==> src/rtl/core/skf_pkg.sv <==
// Shared types, constants and fixed-point helpers for the scalar Kalman filter core.
`default_nettype none

package skf_pkg;

   localparam int unsigned REG_W   = 24;
   localparam int unsigned DATA_W  = 32;
   localparam int unsigned COV_W   = 31;
   localparam int unsigned PROD_W  = 64;
   localparam int unsigned FRAC_W  = 24;

   localparam logic [REG_W-1:0] PROCESS_NOISE_RESET     = 24'd50;
   localparam logic [REG_W-1:0] MEASUREMENT_NOISE_RESET = 24'd5033;
   localparam logic [REG_W-1:0] SAMPLE_PERIOD_RESET     = 24'd167772;

   localparam logic [COV_W-1:0] COV_MAX = {COV_W{1'b1}};

   localparam int unsigned DIV_LONG_STEPS  = 32;
   localparam int unsigned DIV_SHORT_STEPS = 24;
   localparam int unsigned DIV_COUNT_W     = $clog2(DIV_LONG_STEPS + 1);

   typedef enum logic [1:0] {
      CSR_PROCESS_NOISE     = 2'd0,
      CSR_MEASUREMENT_NOISE = 2'd1,
      CSR_SAMPLE_PERIOD     = 2'd2
   } csr_index_type;

   typedef enum logic [0:0] {
      CMD_PREDICT = 1'b0,
      CMD_CORRECT = 1'b1
   } command_type;

   typedef enum logic [10:0] {
      ST_IDLE      = 11'b000_0000_0001,
      ST_PRED_MUL  = 11'b000_0000_0010,
      ST_PRED_ADD  = 11'b000_0000_0100,
      ST_CORR_NU   = 11'b000_0000_1000,
      ST_CORR_MUL1 = 11'b000_0001_0000,
      ST_DIV1_GO   = 11'b000_0010_0000,
      ST_DIV1_RUN  = 11'b000_0100_0000,
      ST_CORR_MUL2 = 11'b000_1000_0000,
      ST_DIV2_GO   = 11'b001_0000_0000,
      ST_DIV2_RUN  = 11'b010_0000_0000,
      ST_DONE      = 11'b100_0000_0000
   } state_type;

   typedef struct packed {
      logic start;
      logic short_mode;
   } div_ctrl_type;

   function automatic logic [DATA_W-1:0] abs32(input logic signed [DATA_W-1:0] v);
      logic [DATA_W-1:0] m;
      m = v[DATA_W-1] ? (~v + 32'd1) : v;
      return m;
   endfunction

   function automatic logic signed [DATA_W+1:0] apply_sign(input logic [DATA_W-1:0] m,
                                                           input logic neg);
      logic signed [DATA_W+1:0] e;
      e = $signed({2'b00, m});
      return neg ? -e : e;
   endfunction

   function automatic logic signed [DATA_W-1:0] sat32(input logic signed [DATA_W+1:0] v);
      logic signed [DATA_W-1:0] r;
      if ((v[DATA_W+1:DATA_W-1] == 3'b000) || (v[DATA_W+1:DATA_W-1] == 3'b111)) begin
         r = v[DATA_W-1:0];
      end else if (v[DATA_W+1]) begin
         r = {1'b1, {(DATA_W-1){1'b0}}};
      end else begin
         r = {1'b0, {(DATA_W-1){1'b1}}};
      end
      return r;
   endfunction

endpackage

`default_nettype wire

==> src/rtl/core/skf_channels.sv <==
// Valid/ready channel interfaces for the filter request and response transactions.
`default_nettype none

interface skf_req_if;
   logic        valid;
   logic        ready;
   logic        command;
   logic [31:0] value;

   modport source (output valid, output command, output value, input ready);
   modport sink   (input valid, input command, input value, output ready);
endinterface

interface skf_rsp_if;
   logic        valid;
   logic        ready;
   logic        kind;
   logic [31:0] estimate;
   logic [30:0] covariance;
   logic [31:0] innovation;
   logic [31:0] innovation_cov;

   modport source (output valid, output kind, output estimate, output covariance,
                   output innovation, output innovation_cov, input ready);
   modport sink   (input valid, input kind, input estimate, input covariance,
                   input innovation, input innovation_cov, output ready);
endinterface

`default_nettype wire

==> src/rtl/core/scalar_kalman_filter_core.sv <==
// Scalar Kalman filter core: sequencer around a shared multiplier and iterative divider.
// Predict transaction: one multiply, one add, then the response registers from ST_DONE.
// Correct transaction: the divider produces 32 quotient bits for the gain correction
// plus 24 for the covariance update, one bit per cycle; no divides when S is 0.
// One transaction in flight; the next is accepted the cycle after the response registers.
// Synchronous active-high reset returns to idle, zeroes x and P, reloads CSR defaults.
`default_nettype none

module scalar_kalman_filter_core
   import skf_pkg::*;
(
   input  logic                clock,
   input  logic                reset,
   skf_req_if.sink             req_if,
   skf_rsp_if.source           rsp_if,
   input  logic                csr_wr_en,
   input  logic [1:0]          csr_index,
   input  logic [REG_W-1:0]    csr_wr_data
);

   state_type                  state_ff, state_in;
   logic [REG_W-1:0]           q_ff, q_in;
   logic [REG_W-1:0]           r_ff, r_in;
   logic [REG_W-1:0]           ts_ff, ts_in;
   logic signed [DATA_W-1:0]   x_ff, x_in;
   logic [COV_W-1:0]           p_ff, p_in;
   logic                       cmd_ff, cmd_in;
   logic signed [DATA_W-1:0]   val_ff, val_in;
   logic signed [DATA_W-1:0]   nu_ff, nu_in;
   logic [DATA_W-1:0]          s_ff, s_in;

   logic                       rsp_valid_ff, rsp_valid_in;
   logic                       rsp_kind_ff, rsp_kind_in;
   logic signed [DATA_W-1:0]   rsp_est_ff, rsp_est_in;
   logic [COV_W-1:0]           rsp_cov_ff, rsp_cov_in;
   logic signed [DATA_W-1:0]   rsp_innov_ff, rsp_innov_in;
   logic [DATA_W-1:0]          rsp_icov_ff, rsp_icov_in;

   logic [DATA_W-1:0]          mul_a, mul_b;
   logic [PROD_W-1:0]          product;
   div_ctrl_type               div_ctrl;
   logic [PROD_W-1:0]          dividend;
   logic                       div_done;
   logic [DATA_W-1:0]          quotient;

   logic                       req_accept;
   logic [55:0]                round_sum;
   logic signed [DATA_W+1:0]   x_ext;
   logic signed [DATA_W+1:0]   val_ext;
   logic [DATA_W-1:0]          cov_sum;
   logic [DATA_W-1:0]          s_sum;

   skf_mul u_mul (
      .clock   (clock),
      .op_a    (mul_a),
      .op_b    (mul_b),
      .product (product)
   );

   skf_div u_div (
      .clock    (clock),
      .reset    (reset),
      .ctrl     (div_ctrl),
      .dividend (dividend),
      .divisor  (s_ff),
      .done     (div_done),
      .quotient (quotient)
   );

   assign req_accept    = req_if.valid && req_if.ready;
   assign req_if.ready  = (state_ff == ST_IDLE);

   assign rsp_if.valid          = rsp_valid_ff;
   assign rsp_if.kind           = rsp_kind_ff;
   assign rsp_if.estimate       = rsp_est_ff;
   assign rsp_if.covariance     = rsp_cov_ff;
   assign rsp_if.innovation     = rsp_innov_ff;
   assign rsp_if.innovation_cov = rsp_icov_ff;

   always_comb begin
      if (state_ff == ST_PRED_MUL) begin
         mul_a = {8'h00, ts_ff};
         mul_b = abs32(val_ff);
      end else if (state_ff == ST_CORR_MUL1) begin
         mul_a = {1'b0, p_ff};
         mul_b = abs32(nu_ff);
      end else begin
         mul_a = {1'b0, p_ff};
         mul_b = {8'h00, r_ff};
      end
   end

   assign div_ctrl.start      = (state_ff == ST_DIV1_GO) || (state_ff == ST_DIV2_GO);
   assign div_ctrl.short_mode = (state_ff == ST_DIV2_GO);
   assign dividend            = product + {33'd0, s_ff[DATA_W-1:1]};

   assign round_sum = product[55:0] + 56'h80_0000;
   assign x_ext     = $signed({{2{x_ff[DATA_W-1]}}, x_ff});
   assign val_ext   = $signed({{2{val_ff[DATA_W-1]}}, val_ff});
   assign cov_sum   = {1'b0, p_ff} + {8'h00, q_ff};
   assign s_sum     = {1'b0, p_ff} + {8'h00, r_ff};

   always_comb begin
      q_in  = q_ff;
      r_in  = r_ff;
      ts_in = ts_ff;
      if (csr_wr_en) begin
         unique case (csr_index)
            CSR_PROCESS_NOISE:     q_in  = csr_wr_data;
            CSR_MEASUREMENT_NOISE: r_in  = csr_wr_data;
            CSR_SAMPLE_PERIOD:     ts_in = csr_wr_data;
            default: ;
         endcase
      end
   end

   always_comb begin
      state_in     = state_ff;
      x_in         = x_ff;
      p_in         = p_ff;
      cmd_in       = cmd_ff;
      val_in       = val_ff;
      nu_in        = nu_ff;
      s_in         = s_ff;
      rsp_valid_in = rsp_valid_ff && !rsp_if.ready;
      rsp_kind_in  = rsp_kind_ff;
      rsp_est_in   = rsp_est_ff;
      rsp_cov_in   = rsp_cov_ff;
      rsp_innov_in = rsp_innov_ff;
      rsp_icov_in  = rsp_icov_ff;

      unique case (state_ff)
         ST_IDLE: begin
            if (req_accept) begin
               cmd_in = req_if.command;
               val_in = $signed(req_if.value);
               nu_in  = '0;
               s_in   = '0;
               state_in = (req_if.command == CMD_CORRECT) ? ST_CORR_NU : ST_PRED_MUL;
            end
         end
         ST_PRED_MUL: begin
            state_in = ST_PRED_ADD;
         end
         ST_PRED_ADD: begin
            x_in     = sat32(x_ext + apply_sign(round_sum[55:24], val_ff[DATA_W-1]));
            p_in     = cov_sum[DATA_W-1] ? COV_MAX : cov_sum[COV_W-1:0];
            state_in = ST_DONE;
         end
         ST_CORR_NU: begin
            nu_in = sat32(val_ext + x_ext);
            s_in  = s_sum;
            if (s_sum == '0) begin
               p_in     = '0;
               state_in = ST_DONE;
            end else begin
               state_in = ST_CORR_MUL1;
            end
         end
         ST_CORR_MUL1: begin
            state_in = ST_DIV1_GO;
         end
         ST_DIV1_GO: begin
            state_in = ST_DIV1_RUN;
         end
         ST_DIV1_RUN: begin
            if (div_done) begin
               x_in     = sat32(x_ext - apply_sign(quotient, nu_ff[DATA_W-1]));
               state_in = ST_CORR_MUL2;
            end
         end
         ST_CORR_MUL2: begin
            state_in = ST_DIV2_GO;
         end
         ST_DIV2_GO: begin
            state_in = ST_DIV2_RUN;
         end
         ST_DIV2_RUN: begin
            if (div_done) begin
               p_in     = quotient[COV_W-1:0];
               state_in = ST_DONE;
            end
         end
         ST_DONE: begin
            if (!rsp_valid_ff || rsp_if.ready) begin
               rsp_valid_in = 1'b1;
               rsp_kind_in  = cmd_ff;
               rsp_est_in   = x_ff;
               rsp_cov_in   = p_ff;
               rsp_innov_in = nu_ff;
               rsp_icov_in  = s_ff;
               state_in     = ST_IDLE;
            end
         end
         default: begin
            state_in = ST_IDLE;
         end
      endcase
   end

   always_ff @(posedge clock) begin
      if (reset) begin
         state_ff     <= ST_IDLE;
         q_ff         <= PROCESS_NOISE_RESET;
         r_ff         <= MEASUREMENT_NOISE_RESET;
         ts_ff        <= SAMPLE_PERIOD_RESET;
         x_ff         <= '0;
         p_ff         <= '0;
         rsp_valid_ff <= 1'b0;
      end else begin
         state_ff     <= state_in;
         q_ff         <= q_in;
         r_ff         <= r_in;
         ts_ff        <= ts_in;
         x_ff         <= x_in;
         p_ff         <= p_in;
         rsp_valid_ff <= rsp_valid_in;
      end
   end

   always_ff @(posedge clock) begin
      cmd_ff       <= cmd_in;
      val_ff       <= val_in;
      nu_ff        <= nu_in;
      s_ff         <= s_in;
      rsp_kind_ff  <= rsp_kind_in;
      rsp_est_ff   <= rsp_est_in;
      rsp_cov_ff   <= rsp_cov_in;
      rsp_innov_ff <= rsp_innov_in;
      rsp_icov_ff  <= rsp_icov_in;
   end

   a_predict_latency: assert property (@(posedge clock) disable iff (reset)
      (req_accept && (req_if.command == CMD_PREDICT)) |-> ##3 (state_ff == ST_DONE))
      else $error("predict transaction did not reach completion in three cycles");

   a_div_done_in_run: assert property (@(posedge clock) disable iff (reset)
      div_done |-> ((state_ff == ST_DIV1_RUN) || (state_ff == ST_DIV2_RUN)))
      else $error("divider finished outside a divide wait state");

   a_cov_bounded_by_r: assert property (@(posedge clock) disable iff (reset)
      ((state_ff == ST_DIV2_RUN) && div_done) |=> (p_ff <= {7'b0, r_ff}))
      else $error("corrected covariance exceeds measurement noise");

endmodule

`default_nettype wire

==> src/rtl/core/skf_mul.sv <==
// Shared 32x32 unsigned multiplier with a registered product.
`default_nettype none

module skf_mul
   import skf_pkg::*;
(
   input  logic                clock,
   input  logic [DATA_W-1:0]   op_a,
   input  logic [DATA_W-1:0]   op_b,
   output logic [PROD_W-1:0]   product
);

   logic [PROD_W-1:0] product_ff;
   logic [PROD_W-1:0] product_in;

   assign product_in = PROD_W'(op_a) * PROD_W'(op_b);
   assign product    = product_ff;

   always_ff @(posedge clock) begin
      product_ff <= product_in;
   end

endmodule

`default_nettype wire

==> src/rtl/core/skf_div.sv <==
// Iterative restoring divider, one quotient bit per cycle, 32 or 24 quotient bits.
`default_nettype none

module skf_div
   import skf_pkg::*;
(
   input  logic                clock,
   input  logic                reset,
   input  div_ctrl_type        ctrl,
   input  logic [PROD_W-1:0]   dividend,
   input  logic [DATA_W-1:0]   divisor,
   output logic                done,
   output logic [DATA_W-1:0]   quotient
);

   logic                     busy_ff, busy_in;
   logic                     done_ff, done_in;
   logic [DIV_COUNT_W-1:0]   count_ff, count_in;
   logic [DATA_W-1:0]        rem_ff, rem_in;
   logic [DATA_W-1:0]        low_ff, low_in;
   logic [DATA_W-1:0]        quot_ff, quot_in;
   logic [DATA_W-1:0]        divisor_ff, divisor_in;

   logic [DATA_W:0]          rem_shift;
   logic [DATA_W+1:0]        diff;
   logic                     fits;

   assign rem_shift = {rem_ff, low_ff[DATA_W-1]};
   assign diff      = {1'b0, rem_shift} - {2'b00, divisor_ff};
   assign fits      = ~diff[DATA_W+1];

   always_comb begin
      busy_in    = busy_ff;
      done_in    = 1'b0;
      count_in   = count_ff;
      rem_in     = rem_ff;
      low_in     = low_ff;
      quot_in    = quot_ff;
      divisor_in = divisor_ff;
      if (ctrl.start) begin
         busy_in    = 1'b1;
         divisor_in = divisor;
         quot_in    = '0;
         if (ctrl.short_mode) begin
            count_in = DIV_COUNT_W'(DIV_SHORT_STEPS);
            rem_in   = dividend[55:24];
            low_in   = {dividend[23:0], 8'h00};
         end else begin
            count_in = DIV_COUNT_W'(DIV_LONG_STEPS);
            rem_in   = dividend[63:32];
            low_in   = dividend[31:0];
         end
      end else if (busy_ff) begin
         rem_in   = fits ? diff[DATA_W-1:0] : rem_shift[DATA_W-1:0];
         low_in   = {low_ff[DATA_W-2:0], 1'b0};
         quot_in  = {quot_ff[DATA_W-2:0], fits};
         count_in = count_ff - DIV_COUNT_W'(1);
         if (count_ff == DIV_COUNT_W'(1)) begin
            busy_in = 1'b0;
            done_in = 1'b1;
         end
      end
   end

   always_ff @(posedge clock) begin
      if (reset) begin
         busy_ff <= 1'b0;
         done_ff <= 1'b0;
      end else begin
         busy_ff <= busy_in;
         done_ff <= done_in;
      end
   end

   always_ff @(posedge clock) begin
      count_ff   <= count_in;
      rem_ff     <= rem_in;
      low_ff     <= low_in;
      quot_ff    <= quot_in;
      divisor_ff <= divisor_in;
   end

   assign done     = done_ff;
   assign quotient = quot_ff;

endmodule

`default_nettype wire
==> src/flat_wrapper.sv <==
// flat-port wrapper written by rule: the top's interface ports become plain ports
module scalar_kalman_filter_core_flat import skf_pkg::*;
  (clock, reset, csr_wr_en, csr_index, csr_wr_data, req_if_valid, req_if_command, req_if_value, req_if_ready, rsp_if_valid, rsp_if_kind, rsp_if_estimate, rsp_if_covariance, rsp_if_innovation, rsp_if_innovation_cov, rsp_if_ready);
  skf_req_if req_if_i ();
  skf_rsp_if rsp_if_i ();
  input  logic clock;
  input  logic reset;
  input  logic csr_wr_en;
  input  logic [1:0] csr_index;
  input  logic [REG_W-1:0] csr_wr_data;
  input wire logic [$bits(req_if_i.valid)-1:0] req_if_valid;
  input wire logic [$bits(req_if_i.command)-1:0] req_if_command;
  input wire logic [$bits(req_if_i.value)-1:0] req_if_value;
  output wire logic [$bits(req_if_i.ready)-1:0] req_if_ready;
  output wire logic [$bits(rsp_if_i.valid)-1:0] rsp_if_valid;
  output wire logic [$bits(rsp_if_i.kind)-1:0] rsp_if_kind;
  output wire logic [$bits(rsp_if_i.estimate)-1:0] rsp_if_estimate;
  output wire logic [$bits(rsp_if_i.covariance)-1:0] rsp_if_covariance;
  output wire logic [$bits(rsp_if_i.innovation)-1:0] rsp_if_innovation;
  output wire logic [$bits(rsp_if_i.innovation_cov)-1:0] rsp_if_innovation_cov;
  input wire logic [$bits(rsp_if_i.ready)-1:0] rsp_if_ready;
  assign req_if_i.valid = req_if_valid;
  assign req_if_i.command = req_if_command;
  assign req_if_i.value = req_if_value;
  assign req_if_ready = req_if_i.ready;
  assign rsp_if_valid = rsp_if_i.valid;
  assign rsp_if_kind = rsp_if_i.kind;
  assign rsp_if_estimate = rsp_if_i.estimate;
  assign rsp_if_covariance = rsp_if_i.covariance;
  assign rsp_if_innovation = rsp_if_i.innovation;
  assign rsp_if_innovation_cov = rsp_if_i.innovation_cov;
  assign rsp_if_i.ready = rsp_if_ready;
  scalar_kalman_filter_core u_core (.clock(clock), .reset(reset), .req_if(req_if_i), .rsp_if(rsp_if_i), .csr_wr_en(csr_wr_en), .csr_index(csr_index), .csr_wr_data(csr_wr_data));
endmodule
==> config.mk <==
export PLATFORM = sky130hd
export DESIGN_NAME = scalar_kalman_filter_core_flat
export DESIGN_NICKNAME = d
export VERILOG_FILES = /design/src/rtl/core/skf_pkg.sv /design/src/rtl/core/skf_channels.sv /design/src/rtl/core/scalar_kalman_filter_core.sv /design/src/rtl/core/skf_mul.sv /design/src/rtl/core/skf_div.sv /design/src/flat_wrapper.sv
export SDC_FILE = /design/constraint.sdc
export NUM_CORES = 2
export LEC_CHECK = 0
export ABC_AREA = 1
export BUFFER_PORTS_ARGS = -buffer_cell sky130_fd_sc_hd__buf_2
export CORE_ASPECT_RATIO = 1.75
export CORE_MARGIN = 4
export CORE_UTILIZATION = 24
export CTS_BUF_LIST = sky130_fd_sc_hd__clkbuf_16
export DETAILED_ROUTE_END_ITERATION = 8
export GPL_TIMING_DRIVEN = 0
export PLACE_DENSITY = 0.39
export SETUP_SLACK_MARGIN = 0.5
export SYNTH_ARGS = -nofsm -noshare
export SYNTH_HDL_FRONTEND = slang
export SYNTH_SLANG_ARGS = --single-unit
==> constraint.sdc <==
create_clock -name clock -period 9.3 [get_ports clock]
set_input_delay 0.465 -clock clock [delete_from_list [all_inputs] [get_ports clock]]
set_output_delay 0.465 -clock clock [all_outputs]
set_load 0.02 [all_outputs]
==> results_dict.tcl <==
set metrics [dict create \
    hold_viol_final 0 \
    maxCapViolations 0 \
    cts_buffers 56 \
    fillers 31600 \
    ys_types 64 \
    netlist_instances 8873 \
    critPathKind "flop to flop" \
    synthTopCellsByArea "fa_1 25%, edfxtp_1 14%, nand2_1 9.5%" \
    synthMostInstantiatedCell "nand2_1" \
    use_met1_pct 22.9 \
    first_pass_iters 8 \
    fp.dieH_um 720 \
    globalRouteOverflowTotal 0 \
    setup_violations 0 \
    final-instance-count-excl-fill 13300 \
    finalWorstSetupSlack_ps 86.4 \
    synth-simple-area-share_pct 21.4 \
    start_kind "flop" \
    grt_max_degree 42 \
    crit_top_cell "buf_4" \
    detail_route.wl_per_cell_um 28.4 \
    slowest_delay_ps 610 \
    synth_nets 10300 \
    htreeDepth 2 \
    rows 261 \
    drtIter0Drc 4249 \
    pre_cts_slack_ps -2960 \
    grt_use_met3_pct 2.10 \
    fmax_mhz 109 \
    hp-class "primary input to flop" \
    worst_pin_slew_ps 1260 \
    power.density_mw_per_mm2 132 \
    hpwl_um 323000 \
    rsz0062_at_grt "true" \
    clkPwrFrac_pct 22.2 \
    ys_async_sr_fraction_pct 0 \
    synth_area_leader_cell "fa_1" \
    synth_compound_area_share_pct 9.83 \
    synth_common_cells "1,767 x nand2_1, 1,463 x inv_1, 1,221 x nor2_1" \
    placed_area_mm2 0.0757 \
    vias_per_cell 4.85 \
    synth_top_area_share_pct 25.1 \
    final_nets 10800 \
    synth_top_family_by_area "adder cells" \
    layout-drive-gt1-share_pct 13.7 \
    power.leakage_nw 38.6 \
    p_switching_mw 5.17 \
    period_needed_ps 9210 \
    clk_pin_slew_worst_paths_ps 80 \
    pwr-share-comb_pct 47.8 \
    pwr-share-seq_pct 30.0 \
    grt_pass1_vias 68600 \
    grt_first_pass_wirelength_um 518000 \
    clk_path_buf_depth 3 \
    synth_edf_count 327 \
    die_area_mm2 0.299 \
    synth.avg_cell_area_um2 7.84 \
    swShare_pct 47.0 \
    route.detailed.drc 0 \
    synthMuxAreaShare_pct 0 \
    start_util_pct 24.1 \
    dr_total_vias 64300 \
    place_inst 12900 \
    synth_seq_cells 571 \
    largest_register_ffs 63 \
    status "completed" \
    ir_drop_mv 0.158 \
    max_slew_margin_pct 15.1 \
    ys_seq_area_share_pct 21.1 \
    synthAdderAreaFrac_pct 33.6 \
    grt-busiest-layer "met2" \
    period_share_pct 99.1 \
    ant_nets 0 \
    ys.flop_type "edfxtp_1" \
    worst_ep_arrival_time_ps 9800 \
    cts.sinks 571 \
    core_mm2 0.289 \
    grt_use_total_pct 24.6 \
    drv_slew 0 \
    cp_max_fo 6 \
    synth_warnings 0 \
    area_growth_pct 20.0 \
    cp_slowest_cell "fa_2" \
    clk-insertion-delay-late_ps 750 \
    fp.dieW_um 415 \
    gp_congestion 0.991 \
    wirelength_um 376000 \
    ios 194 \
    met2_usage_pct 47.0 \
    cp-end-kind "flop" \
    design_area_mm2 0.0834 \
    root_buffer "clkbuf_16" \
    synth_xor_area_share_pct 4.17 \
    netlist_area_mm2 0.0696 \
    io_buffer_count 192 \
    antenna_found_initial 28 \
    cts_tree "built" \
    skew_ps 75.2 \
    cp.required_ps 9890 \
    internal-power_mw 5.83 \
]
-- layout make-up --
class | count | area (um2) | area share (%)
antenna | 14 | 35.0 | 0.0420
buffer | 286 | 2000 | 2.40
clock buffer | 57 | 1430 | 1.71
clock inverter | 49 | 448 | 0.537
inverter | 1501 | 5810 | 6.96
multi-input combinational | 6515 | 50600 | 60.7
sequential | 571 | 14700 | 17.6
tap | 3813 | 4770 | 5.72
timing repair buffer | 468 | 3620 | 4.34
-- stage by stage --
step | util [%] | TNS, ps | hold WS (ps) | total power, mW
CTS | 28.3 | -3.27 | 51.3 | 11.0
detailed placement | 26.2 | -103870 | 407 | 8.03
global route | 28.9 | -998 | 102 | 11.5
floorplan | - | 0 | 400 | 5.83
global placement | 26.1 | -481660 | 403 | 8.05
finish | 28.9 | 0 | 120 | 11.0
-- power groups by stage --
stage	registers [mW]	clock network [mW]	logic [mW]
floorplan	3.10	0	2.73
CTS	3.30	2.53	5.13
detailed placement	3.36	0	4.68
global placement	3.40	0	4.65
finish	3.30	2.44	5.26
global route	3.31	2.59	5.61
-- worst paths after layout --
check | from | endpoint | slack [ps] | cells after the start
max | u_core.nu_ff[3] | u_core.u_mul.product[53] | 90 | 40
min | csr_wr_data[21] | u_core.r_ff[21] | 120 | 3
max reg2reg | u_core.nu_ff[3] | u_core.u_mul.product[53] | 90 | 40
min reg2reg | u_core.cmd_ff | u_core.rsp_if.kind | 420 | 0
-- cell families after synthesis --
group           count (synthesis)
buf+inv                      1787
compound gates               1215
fa+ha+maj                    1345
xor+xnor                      331
flops                         571
simple gates                 3624
-- cells in the final DEF (no fill, tap or decap), types with 29 or more instances in the layout --
cell type and count:
fa_2 55, a21oi_2 65, inv_2 46, nand2_4 29, nor4_1 30, a21oi_1 466
clkbuf_16 62, nor2_1 1127, dfxtp_1 244, buf_2 217, nand2_2 53, nand3_1 317
clkbuf_2 45, inv_1 1424, o21ai_1 31, clkbuf_1 116, dlygate4sd3_1 42, o211ai_1 34
nand4_1 66, nor3_1 71, ha_4 36, ha_1 431, nand2_1 1710, edfxtp_1 327
nor2_2 77, a31oi_1 41, nor2_4 48, xnor2_1 112, buf_12 43, fa_1 818
o21ai_0 337, a21o_1 46, xor2_1 195, o22ai_1 33, buf_4 199
-- layer usage --
layer	vias up	routed length, um
met5	-	13
met4	2	44500
met3	970	12700
met2	2076	199000
met1	32200	120000
li1	29100	-
-- worst max-delay path, delay by kind of cell, from the launching register on --
family | cells | cell delay, ps
buf+inv | 10 | 1390
xor+xnor | 1 | 150
flops | 1 | 450
simple gates | 13 | 1720
compound gates | 7 | 1230
fa+ha+maj | 9 | 4100
-- repair_timing --
item	4_1_cts	5_1_grt
resized for setup	706	285
buffers inserted	128	87
endpoints found under the setup margin	52	43
endpoints found under the hold margin	54	0
hold buffers	42	0
pin swaps	126	195
Power figures use the tool's default switching activity.
